===== src/design/stt_pkg.sv =====
// ----------------------------------------------------------------------------
// stt_pkg
// Shared types and codes for the scene text tokenizer.
// ----------------------------------------------------------------------------
`default_nettype none

package stt_pkg;

    // Input action codes
    localparam logic ACT_BYTE = 1'b0;
    localparam logic ACT_END  = 1'b1;

    // Token kind codes
    localparam logic [2:0] KIND_SKIP   = 3'd0;
    localparam logic [2:0] KIND_QUOTE  = 3'd1;
    localparam logic [2:0] KIND_OPEN   = 3'd2;
    localparam logic [2:0] KIND_CLOSE  = 3'd3;
    localparam logic [2:0] KIND_NUMBER = 3'd4;
    localparam logic [2:0] KIND_WORD   = 3'd5;
    localparam logic [2:0] KIND_END    = 3'd6;

    localparam int LINE_W = 32;

    typedef struct packed {
        logic       action;
        logic [7:0] char_in;
        logic       any_string;
    } stt_in_t;

    typedef struct packed {
        logic [2:0]        token_kind;
        logic              starts_token;
        logic [7:0]        char_out;
        logic              bad_char;
        logic [LINE_W-1:0] line_number;
    } stt_out_t;

endpackage

`default_nettype wire


===== src/design/scene_text_tokenizer_top.sv =====
// ----------------------------------------------------------------------------
// scene_text_tokenizer_top
// Streaming lexer for scene description text, one labeled byte per input.
// ----------------------------------------------------------------------------
// Every input transaction (a text byte or an end-of-input mark) yields exactly
// one output transaction carrying the token kind, a token-start flag, the byte
// itself, an invalid-byte flag and the running newline count. The block takes
// one transaction per cycle when the output side is not stalling. An accepted
// transaction is loaded into the input register and, when it advances, into the
// result register, where the output transaction becomes valid. The
// lexer mode and line counter advance when an item moves from the input
// register into the result register, so each byte sees the mode left by the
// byte before it. A stalled result does not block the input register from
// being filled, so the upstream stall rises only when both registers are full
// and the downstream side is stalling.
// ----------------------------------------------------------------------------
`default_nettype none

module scene_text_tokenizer_top (
    input  wire logic              clk,
    input  wire logic              rst_n,
    input  wire logic              text_valid,
    output      logic              text_stall,
    input  wire stt_pkg::stt_in_t  text_item,
    output      logic              token_valid,
    input  wire logic              token_stall,
    output      stt_pkg::stt_out_t token_item
);
    import stt_pkg::*;

    // Input register
    logic     text_valid_reg, text_valid_next;
    stt_in_t  text_reg;

    // Result register
    logic     token_valid_reg, token_valid_next;
    stt_out_t token_reg;

    logic     text_take;  // input transaction accepted
    logic     advance;    // input register moves into result register
    stt_out_t result;

    assign advance    = text_valid_reg && (!token_valid_reg || !token_stall);
    assign text_stall = text_valid_reg && !advance;
    assign text_take  = text_valid && !text_stall;

    stt_lex_core u_core (
        .clk    (clk),
        .rst_n  (rst_n),
        .step   (advance),
        .item   (text_reg),
        .result (result)
    );

    always_comb
    begin
        text_valid_next = text_valid_reg;
        if (text_take)
        begin
            text_valid_next = 1'b1;
        end
        else if (advance)
        begin
            text_valid_next = 1'b0;
        end

        token_valid_next = token_valid_reg;
        if (advance)
        begin
            token_valid_next = 1'b1;
        end
        else if (!token_stall)
        begin
            token_valid_next = 1'b0;
        end
    end

    always_ff @(posedge clk or negedge rst_n)
    begin
        if (!rst_n)
        begin
            text_valid_reg  <= 1'b0;
            token_valid_reg <= 1'b0;
        end
        else
        begin
            text_valid_reg  <= text_valid_next;
            token_valid_reg <= token_valid_next;
        end
    end

    // Payload registers, no reset
    always_ff @(posedge clk)
    begin
        if (text_take)
        begin
            text_reg <= text_item;
        end
        if (advance)
        begin
            token_reg <= result;
        end
    end

    assign token_valid = token_valid_reg;
    assign token_item  = token_reg;

endmodule

`default_nettype wire


===== src/design/stt_lex_core.sv =====
// ----------------------------------------------------------------------------
// stt_lex_core
// Lexer mode and line counter; labels one byte per step.
// ----------------------------------------------------------------------------
`default_nettype none

module stt_lex_core (
    input  wire logic              clk,
    input  wire logic              rst_n,
    input  wire logic              step,
    input  wire stt_pkg::stt_in_t  item,
    output stt_pkg::stt_out_t      result
);
    import stt_pkg::*;

    typedef enum logic [2:0] {
        MODE_IDLE    = 3'd0,
        MODE_COMMENT = 3'd1,
        MODE_NUMBER  = 3'd2,
        MODE_WORD    = 3'd3,
        MODE_ANY     = 3'd4
    } mode_t;

    localparam logic [7:0] CH_NL    = 8'h0A;
    localparam logic [7:0] CH_SPACE = 8'h20;
    localparam logic [7:0] CH_QUOTE = 8'h22;
    localparam logic [7:0] CH_HASH  = 8'h23;
    localparam logic [7:0] CH_MINUS = 8'h2D;
    localparam logic [7:0] CH_DOT   = 8'h2E;
    localparam logic [7:0] CH_OPEN  = 8'h5B;
    localparam logic [7:0] CH_CLOSE = 8'h5D;
    localparam logic [7:0] CH_E     = 8'h65;

    function automatic logic is_space(input logic [7:0] c);
        return (c == CH_SPACE) || (c >= 8'h09 && c <= 8'h0D);
    endfunction

    function automatic logic is_digit(input logic [7:0] c);
        return (c >= 8'h30 && c <= 8'h39);
    endfunction

    function automatic logic is_alpha(input logic [7:0] c);
        return (c >= 8'h41 && c <= 8'h5A) || (c >= 8'h61 && c <= 8'h7A);
    endfunction

    mode_t             mode_reg, mode_next;
    logic [LINE_W-1:0] count_reg, count_next;

    logic [7:0] c;
    logic       handled;
    logic       num_char;

    always_comb
    begin
        c          = item.char_in;
        num_char   = (c == CH_MINUS) || (c == CH_DOT) || (c == CH_E) || is_digit(c);
        handled    = 1'b0;
        mode_next  = mode_reg;
        count_next = count_reg;

        result.token_kind   = KIND_SKIP;
        result.starts_token = 1'b0;
        result.char_out     = c;
        result.bad_char     = 1'b0;

        if (item.action == ACT_END)
        begin
            mode_next           = MODE_IDLE;
            result.token_kind   = KIND_END;
            result.starts_token = 1'b1;
            result.char_out     = 8'h00;
        end
        else
        begin
            if (c == CH_NL && count_reg != {LINE_W{1'b1}})
            begin
                count_next = count_reg + LINE_W'(1);
            end

            // Continue an open token or comment
            unique case (mode_reg)
                MODE_COMMENT:
                begin
                    if (c == CH_NL)
                    begin
                        mode_next = MODE_IDLE;
                    end
                    handled = 1'b1;
                end
                MODE_NUMBER:
                begin
                    if (num_char)
                    begin
                        result.token_kind = KIND_NUMBER;
                        handled           = 1'b1;
                    end
                end
                MODE_WORD:
                begin
                    if (c != CH_QUOTE && !is_space(c))
                    begin
                        result.token_kind = KIND_WORD;
                        handled           = 1'b1;
                    end
                end
                MODE_ANY:
                begin
                    if (c != CH_QUOTE)
                    begin
                        result.token_kind = KIND_WORD;
                        handled           = 1'b1;
                    end
                end
                default:
                begin
                    handled = 1'b0;
                end
            endcase

            // Token start (also the byte that closed a token)
            if (!handled)
            begin
                mode_next = MODE_IDLE;
                priority if (c == CH_HASH)
                begin
                    mode_next = MODE_COMMENT;
                end
                else if (is_space(c))
                begin
                    result.token_kind = KIND_SKIP;
                end
                else if (item.any_string && c != CH_QUOTE)
                begin
                    result.token_kind   = KIND_WORD;
                    result.starts_token = 1'b1;
                    mode_next           = MODE_ANY;
                end
                else if (c == CH_QUOTE)
                begin
                    result.token_kind   = KIND_QUOTE;
                    result.starts_token = 1'b1;
                end
                else if (c == CH_OPEN)
                begin
                    result.token_kind   = KIND_OPEN;
                    result.starts_token = 1'b1;
                end
                else if (c == CH_CLOSE)
                begin
                    result.token_kind   = KIND_CLOSE;
                    result.starts_token = 1'b1;
                end
                else if (c == CH_MINUS || c == CH_DOT || is_digit(c))
                begin
                    result.token_kind   = KIND_NUMBER;
                    result.starts_token = 1'b1;
                    mode_next           = MODE_NUMBER;
                end
                else if (is_alpha(c))
                begin
                    result.token_kind   = KIND_WORD;
                    result.starts_token = 1'b1;
                    mode_next           = MODE_WORD;
                end
                else
                begin
                    result.bad_char = 1'b1;
                end
            end
        end

        result.line_number = count_next;
    end

    always_ff @(posedge clk or negedge rst_n)
    begin
        if (!rst_n)
        begin
            mode_reg  <= MODE_IDLE;
            count_reg <= '0;
        end
        else if (step)
        begin
            mode_reg  <= mode_next;
            count_reg <= count_next;
        end
    end

endmodule

`default_nettype wire


===== config.mk =====
export PLATFORM = sky130hd
export DESIGN_NAME = scene_text_tokenizer_top
export DESIGN_NICKNAME = d
export VERILOG_FILES = /design/src/design/stt_pkg.sv /design/src/design/scene_text_tokenizer_top.sv /design/src/design/stt_lex_core.sv
export SDC_FILE = /design/constraint.sdc
export NUM_CORES = 1
export LEC_CHECK = 0
export BUFFER_PORTS_ARGS = -buffer_cell sky130_fd_sc_hd__buf_2
export CORE_UTILIZATION = 33
export CTS_CLUSTER_SIZE = 20
export DETAILED_ROUTE_END_ITERATION = 8
export GPL_ROUTABILITY_DRIVEN = 0
export PLACE_DENSITY = 0.53
export SETUP_SLACK_MARGIN = 0.02
export SKIP_LAST_GASP = 1
export SYNTH_ARGS = -nofsm -noshare
export SYNTH_HDL_FRONTEND = slang
export SYNTH_SLANG_ARGS = --single-unit

===== constraint.sdc =====
create_clock -name clk -period 2.4 [get_ports clk]
set_clock_uncertainty 0.1 [all_clocks]
set_input_delay 0.12 -clock clk [delete_from_list [all_inputs] [get_ports clk]]
set_output_delay 0.12 -clock clk [all_outputs]
set_load 0.005 [all_outputs]

# Word level (Yosys, flattened, before mapping)

Cells that the tools add are included.

$add $sub $neg: 1
Order comparisons: 8
Equal/unequal tests: 18
Mux-type cells: 38
Reduce and logical (&&, ||, !) cells: 25

Operators by type and width:

| operator                | count |
|---|---|
| $mux W32                | 2 |
| $mux W3                 | 14 |
| $eq A8 B6 Y1 const B    | 5 |
| $add A32 B1 Y32 const B | 1 |
| $mux W4                 | 8 |
| $ne A32 B32 Y1 const B  | 1 |
| $eq A8 B7 Y1 const B    | 3 |
| $ge A8 B7 Y1 const B    | 2 |
| $le A8 B7 Y1 const B    | 2 |
| $logic_and A1 B1 Y1     | 10 |
| $mux W1                 | 10 |
| $pmux W3 S3             | 1 |
| $reduce_or A9 Y1        | 1 |
| $eq A8 B4 Y1 const B    | 1 |
| $ge A8 B4 Y1 const B    | 1 |
| $ge A8 B6 Y1 const B    | 1 |
| $le A8 B4 Y1 const B    | 1 |
| $le A8 B6 Y1 const B    | 1 |
| $ne A8 B6 Y1 const B    | 1 |
| $logic_or A1 B1 Y1      | 7 |
| $eq A3 B2 Y1 const B    | 2 |
| $logic_not A1 Y1        | 5 |
| $mux W2                 | 2 |
| $pmux W1 S4             | 1 |
| 7 further kinds         | 7 |

Register bits: 92

# Longest topological paths before layout

Gate-level depths: netlist of run 1.

Word-level depth: 16
Mapped depth: 9
Gate-level depth less buffers: 6

# By module

A second synthesis of run 1 with hierarchy kept.

Cells, all modules: 402
Area, all modules: 4546.9 sq um

Modules (own cells, without submodules):

| module                   | instances | cells an instance | area each (sq um) |
|---|---|---|---|
| stt_lex_core             | 1         | 339               | 2802.7 |
| scene_text_tokenizer_top | 1         | 63                | 1744.2 |

# Worst setup path after synthesis of run 1

Ideal clock, no wire load.

Path type: register to register
From: reg token_valid_reg, in the netlist token_valid
To: reg token_reg, in the netlist token_item[0] (enable)
Setup time: 0.399 ns
Arrival time: 1.713 ns
Setup slack: 0.188 ns
Stages on the path, launching flop included: 5
Path buffers: 1
Path through: dfrtp_1 -> nand2_1 -> nand2_1 -> clkbuf_1 -> inv_1

Cells in the longest elaborated chain, start to end: 3

RTL lines:

| what                   | RTL line                        | text |
|---|---|---|
| from (decl)            | scene_text_tokenizer_top.sv:36  | `logic token_valid_reg, token_valid_next;` |
| from (signal assigned) | scene_text_tokenizer_top.sv:88  | `token_valid_reg <= token_valid_next;` |
| $logic_not A1 Y1       | scene_text_tokenizer_top.sv:43  | `assign advance = text_valid_reg && (!token_valid_reg \|\| !token_stall);` |
| $logic_or A1 B1 Y1     | scene_text_tokenizer_top.sv:43  |  |
| $logic_and A1 B1 Y1    | scene_text_tokenizer_top.sv:43  |  |
| net advance            | scene_text_tokenizer_top.sv:40  | `logic advance;` |
| to (signal assigned)   | scene_text_tokenizer_top.sv:101 | `token_reg <= result;` |
| to (decl)              | scene_text_tokenizer_top.sv:37  | `stt_out_t token_reg;` |

The timed path passes the listed nets, and every way through them passes these cells.
A chain may end at the register's enable or synchronous reset.

# Worst setup path in the final report of run 1

From: reg u_core.count_reg[14]
To: reg u_core.count_reg[1]

Cells in the longest elaborated chain, start to end: 4

RTL lines:

| what                   | RTL line            | text |
|---|---|---|
| from (decl)            | stt_lex_core.sv:47  | `logic [LINE_W-1:0] count_reg, count_next;` |
| from (signal assigned) | stt_lex_core.sv:185 | `count_reg <= count_next;` |
| $ne A32 B32 Y1         | stt_lex_core.sv:75  | `if (c == CH_NL && count_reg != {LINE_W{1'b1}})` |
| $logic_and A1 B1 Y1    | stt_lex_core.sv:75  |  |
| $mux W32               | stt_lex_core.sv:75  |  |
| $mux W32               | stt_lex_core.sv:66  | `if (item.action == ACT_END)` |

No other way between the ends.

==> key figures, run 1 <==
Layout
  • Final cell count without fillers: 676
  • Layout cells sized above 1: 27.62%
  • Largest register FFs: 45
  • Multi-input gate area: 1993 µm²
  • Sequential Area: 2577 µm²
  • Fillers: 1355
  • Fin util: 41.73%
  • # diodes: 0
  • Nets: 506
  • Layout Area Growth over Synthesis: 23.85%
  • Final instance area: 5771 µm²

Synthesis
  • Cells after synthesis: 398
  • Post-synthesis compound-gate area fraction: 5.075%
  • Synth Area in XOR/XNOR: 11.84%
  • Proportion of synthesized area in mux cells: 0.4565%
  • Synth top area share: 35.45%
  • Netlist cell types: 60
  • Synthesis Warnings: 0
  • Ys flop type: edfxtp_1
  • Post-synth EDFFs: 55
  • Synth Area in Simple Gates: 23.93%
  • Syn Std Cell Area: 4659 µm²
  • Post-synthesis adder-cell area fraction: 0.2685%
  • Cells taking the most area after synthesis: edfxtp_1 (35%), dfrtp_1 (20%), xnor2_1 (6.4%)
  • Async S/R FF share, synth: 40.22%
  • Syn_nets: 413
  • Register bit total from synthesis: 92
  • Synth area leader: edfxtp_1
  • Dominant combinational cell family by area after synthesis: simple AND/OR/NAND/NOR gates
  • Synthesized area per cell: 11.71 µm²
  • Post-synthesis sequential area ratio: 55.32%

Die
  • # rows: 43
  • Boundary Pins: 61
  • Initial core utilization: 33.70%
  • Chip height: 120.8 µm
  • Core area: 13830 µm²
  • Die ar.: 14600 µm²
  • Die Wd: 120.8 µm

Critical path
  • Crit path top cell by count: and4_1
  • Crit path buf inv count: 1
  • Worst path max stage delay: 0.48 ns
  • CP Cell Sequence: and4_1 > and4_1 > a31oi_2 > buf_12 > nand2_1 > mux2_1
  • Crit path required time: 2.53 ns
  • CP Launch Point: u_core.count_reg[14]
  • Critical Path End: u_core.count_reg[1]
  • Worst setup path category: flop to flop
  • Critical R2R Launch: u_core.count_reg[14]
  • Crit start category: flop
  • Slowest-stage cell, CP: and4_1
  • Element type at the critical path end: flop
  • Reg2Reg Capture Point: u_core.count_reg[1]
  • Arrival @ worst endpoint: 2.40 ns
  • Critical path fanouts, max: 16
  • Crit path depth: 6
  • CP delay by family, top: simple AND/OR/NAND/NOR gates
  • FF-to-FF path depth: 6
  • Reg2reg setup slack: 0.13 ns

Routing
  • Final antenna-violating net count: 0
  • Pre-antenna DRT Iters: 4
  • Vias: 3328
  • DRC violations left: 0
  • WL per Instance: 15.01 µm
  • Vias per inst: 4.923
  • Total routed wirelength: 10150 µm
  • 1st-iter DRT viols: 158

Placement
  • Post-DP HPWL: 7020 µm
  • Placed Cells: 640
  • Area of placed instances: 5259 µm²
  • IO Port Bufs: 60

GRT
  • Grt ovf: 0
  • Initial antenna violation count: 0
  • Largest net degree at the start of global routing: 38
  • Vias in the first global route: 3309
  • Total GRT Usage: 15.02%
  • Global-route wire length before repair: 16700 µm

Clock tree
  • Cts bufs inserted: 9
  • Clk buf depth: 2
  • Clk slew on worst S/H paths: 0.06 ns
  • Root Driver: clkbuf_16
  • Clock sinks: 92
  • CTS tree: built
  • H-tree depth: 3
  • Clk_lat worst skew: 0.35 ns

Timing
  • Slew margin rel.: 38.57%
  • Max Slew Vio Count: 0
  • Setup TNS Final: 0 ns
  • Worst Max-Slew Pin Slew: 0.9215 ns
  • Setup Viol. Count Final: 0
  • Final Hold Viols: 0
  • Fmax: 440.8 MHz
  • Fin crit period: 2.268 ns
  • Fin crit share: 94.52%
  • RSZ-0062 raised after global routing: true
  • Hold WS: 0.3417 ns

Run status
  • Status: finished, final reports clean

Power
  • Switching share of power: 23.87%
  • Logic pwr share: 9.9%
  • PwrDens: 601.7 nW/µm²
  • Net switching power: 0.0008289 W
  • Clk network pwr share: 38.3%
  • Leak pwr: 2.404 nW
  • Sequential Power Share: 51.8%
  • Pint: 0.002643 W
  • Maximum vdd drop: 418.4 µV

Hold path
  • Worst min-delay path class: input pin to async pin

Job
  • Max-cap violation count: 0
## worst min path at each step
stage	endpoint	slack, ns	cells after the start	from
after floorplan	text_valid_reg	-0.28	0	rst_n
after global placement	u_core.count_reg[5]	0.20	1	rst_n
after detailed placement	text_reg[5]	0.20	1	text_item[5]
after CTS	text_reg[9]	0.36	2	text_item[9]
after global routing	text_reg[0]	0.38	2	text_item[0]
final	u_core.count_reg[8]	0.34	2	rst_n
## kinds of logic after synthesis
kind of cell | Yosys count
AO/OA/AOI/OAI | 31
AND/OR/NAND/NOR | 180
buffers and inverters | 29
multiplexers | 2
XOR/XNOR | 63
flip-flops | 92
adder cells (fa/ha/maj) | 1
## timing repair
item                                   in CTS  in global routing
endpoints found under the hold margin      49                  0
buffers inserted                            0                  6
hold buffers                               14                  0
setup endpoints to repair                   0                 33
resized for setup                           0                  9
## per-layer routing
metal  share of wire (%)  track usage (%)  vias up
li1                    -                -     1634
met1                  48            19.84     1620
met2                  47            23.25       59
met3                 2.9            2.877       15
met4                 2.4            7.948        0
met5                   0                0        -
## power by group through the flow
| stage | registers, W | clock network [W] | logic, W |
|---|---|---|---|
| after floorplan | 0.00183 | 0 | 0.000169 |
| after global placement | 0.00183 | 0 | 0.000312 |
| after detailed placement | 0.00183 | 0 | 0.000316 |
| after CTS | 0.00180 | 0.00137 | 0.000334 |
| after global routing | 0.00181 | 0.00143 | 0.000382 |
| final | 0.00180 | 0.00133 | 0.000344 |
## final cells by class
cell class | instances | share of cell area [%]
clock buffers | 12 | 4.271
repair buffers | 104 | 11.75
flip-flops and latches | 92 | 44.67
clock inverters | 4 | 0.4120
inverters | 7 | 0.4553
multi-input cells | 277 | 34.54
well taps | 180 | 3.903
## cell usage in the layout, fill, tap and decap left out, drive strengths merged, types with 4 or more instances in the layout
cell type	n
nor3b	7
nand2	32
nand3	31
nor4	8
clkbuf	12
xnor2	34
inv	7
a31oi	7
xor2	29
nand2b	5
nor2b	9
dfrtp	37
clkinv	4
buf	90
dlygate4sd3	14
nand4	12
and3	5
edfxtp	55
and2	6
nor3	19
nor2	23
and4	6
## Yosys cell counts, drive strengths merged, types with 5 or more instances
cell,number
and3,5
nand3,31
inv,7
nor3,19
and4,6
and2,6
edfxtp,55
nand2,32
nor2,23
xnor2,34
nor3b,7
nor2b,9
nor4,8
xor2,29
buf,15
nand2b,5
clkbuf,7
nand4,12
a31oi,7
dfrtp,37
## through the flow
step                setup WS [ns]  power, W
floorplan                  0.1881  0.002002
global placement          0.07784  0.002143
detailed placement        0.05794  0.002150
CTS                       0.05207  0.003503
global route             -0.02984  0.003619
finish                     0.1316  0.003472
No activity file was read; power rests on OpenSTA's default activity.
==> run 2: changes to the inputs <==
--- a/config.mk
+++ b/config.mk
@@ -5,7 +5,7 @@
 export SDC_FILE = /design/constraint.sdc
 export NUM_CORES = 1
 export LEC_CHECK = 0
-export BUFFER_PORTS_ARGS = -buffer_cell sky130_fd_sc_hd__buf_2
+export BUFFER_PORTS_ARGS = -buffer_cell sky130_fd_sc_hd__buf_4
 export CORE_UTILIZATION = 33
 export CTS_CLUSTER_SIZE = 20
 export DETAILED_ROUTE_END_ITERATION = 8
==> run 2 against run 1 <==
Net effect:
- wire length shrank 1.4%
- first-iteration DRC count shrank 23%
- total power grew 1.9%
- die area is the same
- maximum frequency grew 0.75%
- sequential power is essentially flat
- critical path depth shrank 1
- combinational power grew 11%
- clock-buffer cell count is the same
- global-route usage grew 0.11 points
- via count shrank 1.4%
==> key figures, run 2 (synthesized netlist as in run 1, its figures left out) <==
Run status
  • Status: finished, final reports clean

Timing
  • Worst Max-Slew Pin Slew: 0.5369 ns (-0.3846 ns)
  • Fin crit share: 93.81% (-0.71 points)
  • Max Slew Vio Count: 0 (unchanged)
  • Fmax: 444.2 MHz (+0.75%)
  • Fin crit period: 2.251 ns (-0.01695 ns)
  • Slew margin rel.: 63.69% (+25 points)
  • Setup Viol. Count Final: 0 (unchanged)
  • Final Hold Viols: 0 (unchanged)
  • RSZ-0062 raised after global routing: false
  • Setup WS post-layout: 0.1485 ns (+0.01695 ns)
  • Setup TNS Final: 0 ns (unchanged)

Critical path
  • Reg2reg setup slack: 0.15 ns (+0.02 ns)
  • Element type at the critical path end: flop
  • Crit start category: flop
  • CP Cell Sequence: and4_1 > and4_1 > a31o_2 > nor3_1 > xor2_1
  • Crit path top cell by count: and4_1
  • Arrival @ worst endpoint: 2.25 ns (-0.15 ns)
  • Worst setup path category: flop to flop
  • Slowest-stage cell, CP: and4_1
  • Worst path max stage delay: 0.46 ns (-0.02 ns)
  • Critical path fanouts, max: 13 (-3)
  • Crit path required time: 2.40 ns (-0.13 ns)

Routing
  • Pre-antenna DRT Iters: 4 (unchanged)
  • 1st-iter DRT viols: 122 (-23%)
  • Final antenna-violating net count: 0 (unchanged)
  • DRC violations left: 0 (unchanged)
  • WL per Instance: 14.93 µm (-0.52%)
  • Total routed wirelength: 10010 µm (-1.4%)
  • Vias: 3281 (-1.4%)
  • Vias per inst: 4.897 (-0.53%)

Clock tree
  • Root Driver: clkbuf_16
  • Clk_lat worst skew: 0.35 ns (about the same)
  • Post-CTS setup buffers: 0 (unchanged)
  • CTS tree: built
  • Cts bufs inserted: 9 (unchanged)
  • Clock sinks: 92 (unchanged)
  • Clk buf depth: 2 (unchanged)
  • Clk slew on worst S/H paths: 0.07 ns (about the same)
  • H-tree depth: 3 (unchanged)

Placement
  • IO Port Bufs: 60 (unchanged)
  • Post-Place Worst Slack: 0.04921 ns (-0.008724 ns)
  • Post-DP HPWL: 6885 µm (-1.9%)

Layout
  • Largest register FFs: 45 (unchanged)
  • Layout Area Growth over Synthesis: 26.64%
  • Most frequent cells in the layout: buf_4 (83), edfxtp_1 (55), dfrtp_1 (37)
  • # diodes: 0 (unchanged)
  • Most common cell after layout, fill and taps aside: buf_4
  • Fillers: 1293 (-4.6%)
  • Sequential Area: 2577 µm² (unchanged)
  • Multi-input gate area: 2008 µm² (+0.75%)
  • Nets: 500 (-1.2%)
  • Layout cells sized above 1: 27.55% (-0.070 points)

Die
  • Core area: 13830 µm² (unchanged)
  • Die ar.: 14600 µm² (unchanged)
  • Die Wd: 120.8 µm (unchanged)
  • Chip height: 120.8 µm (unchanged)
  • Initial core utilization: 33.70% (unchanged)
  • # rows: 43 (unchanged)
  • Boundary Pins: 61 (unchanged)

GRT
  • Vias in the first global route: 3260 (-1.5%)
  • Grt ovf: 0 (unchanged)
  • Initial antenna violation count: 0 (unchanged)
  • Total GRT Usage: 15.13% (+0.11 points)
  • Global-route wire length before repair: 16810 µm (+0.62%)
  • Largest net degree at the start of global routing: 38 (unchanged)

Power
  • Leak pwr: 2.418 nW (+0.60%)
  • Maximum vdd drop: 385.9 µV (-7.8%)
  • PwrDens: 599.8 nW/µm² (-0.31%)

Job
  • Max-cap violation count: 0 (unchanged)

Hold path
  • Worst min-delay path class: input pin to async pin
-- run 2: path summary, 6_finish.rpt --
path | start | end | cells past startpoint
worst max-delay path | u_core.count_reg[15] | token_item[15] | 5
worst min-delay path | rst_n | u_core.count_reg[5] | 2
worst max register to register | u_core.count_reg[15] | token_item[15] | 5
worst min register to register | text_valid_reg | token_valid | 1
max in group asynchronous | rst_n | u_core.count_reg[26] | 2
min in group clk | text_item[3] | text_reg[3] | 2
-- run 2: repair_timing --
action / 4_1_cts / 5_1_grt
hold buffers: 14 / 0
endpoints found under the hold margin: 49 / 0
setup endpoints to repair: 0 / 50
resized for setup: 0 / 12
-- run 2: per-stage QoR --
stage | instances | total power, W | hold slack, ns | utilization (%) | instance area (µm²)
after floorplan | 398 | 0.002002 | -0.2756 | - | 4659
after global placement | 640 | 0.002181 | 0.03532 | 39.12 | 5409
after detailed placement | 640 | 0.002188 | 0.03643 | 39.12 | 5409
after CTS | 670 | 0.003573 | 0.2028 | 42.16 | 5829
after global routing | 670 | 0.003688 | 0.2430 | 42.67 | 5901
final | 670 | 0.003539 | 0.1926 | 42.67 | 5901
-- run 2: power breakdown --
group          leakage, nW  internal [W]  switching, W
sequential            1.05       0.00177     0.0000359
clock                0.132      0.000754      0.000602
combinational         1.23      0.000182      0.000200
total                 2.42       0.00270      0.000838
-- run 2: worst max-delay path, delay by kind of cell, from the launching register on --
family                    cells  cell delay [ns]
AOI/OAI and AO/OA             1             0.44
DFF                           1             0.44
and+or+nand+nor               3             0.87
xor gates and xnor gates      1             0.15
-- run 2: final cells by class --
type                    instances  share of cell area, %
clock inverters                 4                 0.4029
multi-input cells             277                  34.03
clock buffers                  12                  4.347
well taps                     180                  3.817
repair buffers                 98                  13.27
flip-flops and latches         92                  43.68
inverters                       7                 0.4453
-- run 2: layer usage --
layer | vias up | GRT usage [%] | wire length, µm
met2 | 68 | 23.32 | 4636
met5 | - | 0 | 0
li1 | 1613 | - | -
met3 | 14 | 2.689 | 310
met1 | 1586 | 20.36 | 4842
met4 | 0 | 7.639 | 216
==> run 3: changes to the inputs <==
==> constraint.sdc (replaced) <==
create_clock -name clk -period 2.8 [get_ports clk]
set_clock_uncertainty 0.1 [all_clocks]
set_input_delay 0.14 -clock clk [delete_from_list [all_inputs] [get_ports clk]]
set_output_delay 0.14 -clock clk [all_outputs]
set_load 0.005 [all_outputs]
==> run 3 against run 2 <==
Net effect:
- global-route usage down 0.66 points
- design area down 1.0%
- critical endpoint is now u_core.count_reg[1]
- largest power group unchanged
- combinational power down 20%
- non-clock buffer count fell by 7
- total power decreased by 8.9%
- register-to-register slack better by 0.10 ns
- via count shrank 0.94%
- sequential power decreased by 14%
- critical path depth rose by 2
- flip-flop and latch count stayed put
- worst hold slack improved by 0.021 ns
- wire length down 1.5%
==> key figures, run 3 (synthesized netlist as in run 1, its figures left out) <==
Run status
  • Status: finished, final reports clean

Power
  • Maximum vdd drop: 317.9 µV (-18%)
  • Power consumption: 0.003224 W (-8.9%)
  • Leak pwr: 2.392 nW (-1.1%)
  • PwrDens: 552.0 nW/µm² (-8.0%)

Clock tree
  • Cts bufs inserted: 9 (unchanged)
  • H-tree depth: 3 (unchanged)
  • Post-cts sizing count: 0 (unchanged)
  • Root Driver: clkbuf_16
  • Clk buf depth: 2 (unchanged)
  • CTS tree: built
  • Clk slew on worst S/H paths: 0.06 ns (about the same)
  • Clk_lat worst skew: 0.34 ns (about the same)
  • Clock sinks: 92 (unchanged)

Die
  • Core area: 13830 µm² (unchanged)
  • Chip height: 120.8 µm (unchanged)
  • Initial core utilization: 33.70% (unchanged)
  • Die ar.: 14600 µm² (unchanged)
  • Die Wd: 120.8 µm (unchanged)
  • # rows: 43 (unchanged)
  • Boundary Pins: 61 (unchanged)

Timing
  • Setup Viol. Count Final: 0 (unchanged)
  • Slew margin rel.: 57.68% (-6.0 points)
  • Max Slew Vio Count: 0 (unchanged)
  • Fin crit share: 91.07% (-2.7 points)
  • RSZ-0062 raised after global routing: false
  • Worst Max-Slew Pin Slew: 0.6332 ns (+0.09633 ns)
  • Fin crit period: 2.550 ns (+0.2986 ns)
  • Final Hold Viols: 0 (unchanged)
  • Setup TNS Final: 0 ns (unchanged)
  • Fmax: 392.1 MHz (-12%)

Hold path
  • Worst min-delay path class: input pin to async pin

Critical path
  • Reg2reg setup slack: 0.25 ns (+0.10 ns)
  • FF-to-FF path depth: 7 (+2)
  • Arrival @ worst endpoint: 2.67 ns (+0.42 ns)
  • Element type at the critical path end: flop
  • Crit start category: flop
  • Crit path buf inv count: 1 (+1)
  • CP Cell Sequence: ha_1 > nand3_1 > nor3_2 > a31oi_2 > buf_4 > nand2_1 > mux2_1
  • CP delay by family, top: simple AND/OR/NAND/NOR gates
  • Slowest-stage cell, CP: nor3_2
  • Crit path required time: 2.92 ns (+0.52 ns)
  • CP Launch Point: u_core.count_reg[0]
  • Worst path max stage delay: 0.45 ns (about the same)
  • Critical R2R Launch: u_core.count_reg[0]
  • Reg2Reg Capture Point: u_core.count_reg[1]
  • Critical path fanouts, max: 11 (-2)
  • Worst setup path category: flop to flop

Layout
  • Sequential Area: 2577 µm² (unchanged)
  • Most frequent cells in the layout: buf_4 (76), edfxtp_1 (55), dfrtp_1 (37)
  • Final cell count without fillers: 663 (-1.0%)
  • Fillers: 1299 (+0.46%)
  • Layout cells sized above 1: 25.47% (-2.1 points)
  • Multi-input gate area: 1937 µm² (-3.6%)
  • Layout Area Growth over Synthesis: 25.38%
  • Final instance area: 5842 µm² (-1.0%)
  • Fin util: 42.25% (-0.43 points)
  • # diodes: 0 (unchanged)
  • Most common cell after layout, fill and taps aside: buf_4
  • Nets: 493 (-1.4%)
  • Largest register FFs: 45 (unchanged)

GRT
  • Global-route wire length before repair: 16100 µm (-4.2%)
  • Vias in the first global route: 3164 (-2.9%)
  • Total GRT Usage: 14.46% (-0.66 points)
  • Met2 usage: 22.18% (-1.1 points)
  • Grt ovf: 0 (unchanged)
  • Met3 GRT Util: 2.642% (-0.047 points)
  • GR Util met1: 19.69% (-0.68 points)
  • Largest net degree at the start of global routing: 38 (unchanged)
  • Global-route layer with the greatest usage: met2
  • Initial antenna violation count: 0 (unchanged)

Routing
  • Total routed wirelength: 9859 µm (-1.5%)
  • DRC violations left: 0 (unchanged)
  • Vias: 3250 (-0.94%)
  • WL per Instance: 14.87 µm (-0.42%)
  • 1st-iter DRT viols: 146 (+20%)
  • Pre-antenna DRT Iters: 4 (unchanged)
  • Vias per inst: 4.902 (+0.10%)
  • Final antenna-violating net count: 0 (unchanged)

Job
  • Max-cap violation count: 0 (unchanged)

Placement
  • IO Port Bufs: 60 (unchanged)
  • Area of placed instances: 5356 µm² (-0.97%)
  • Placed Cells: 633 (-1.1%)
  • Post-DP HPWL: 6776 µm (-1.6%)
==> run 3: how the worst max path moves through the flow <==
stage / to / depth (start not counted)
6_report: u_core.count_reg[1] / 7
5_1_grt: u_core.count_reg[1] / 7
4_1_cts: u_core.count_reg[1] / 7
3_5_place_dp: u_core.count_reg[1] / 7
3_3_place_gp: u_core.count_reg[1] / 7
2_1_floorplan: token_item[0] / 4
==> run 3: stage by stage <==
step / setup WS, ns / hold slack [ns]
floorplan: 0.5881 / -0.2556
global placement: 0.3223 / 0.05348
detailed placement: 0.2585 / 0.05813
CTS: 0.2341 / 0.2276
global route: 0.04257 / 0.2727
finish: 0.2499 / 0.2139
==> run 3: metal layers <==
layer	wire length, µm	part of all wire (%)	vias to the layer above
met5	0	0	-
met4	180	1.8	0
met3	287	2.9	14
met2	4545	46	59
met1	4846	49	1579
li1	-	-	1598
==> run 3: report_power, final <==
part           internal, W  switching (W)  total, W
registers          0.00151      0.0000308   0.00154
logic             0.000146       0.000161  0.000307
clock network     0.000860       0.000513   0.00137
total              0.00252       0.000705   0.00322
==> run 3: layout make-up <==
| cell class | instances | share of cell area (%) |
|---|---|---|
| Clock buffer | 11 | 4.519 |
| Clock inverter | 5 | 1.392 |
| Timing Repair Buffer | 91 | 12.51 |
| Multi-Input combinational cell | 277 | 33.15 |
| Tap cell | 180 | 3.855 |
| Sequential cell | 92 | 44.12 |
| Inverter | 7 | 0.4498 |
==> run 3: timing repair <==
action | in CTS | in global routing
endpoints found under the setup margin | 0 | 0
buffers inserted | 0 | 0
hold endpoints to repair | 49 | 0
hold buffers | 14 | 0
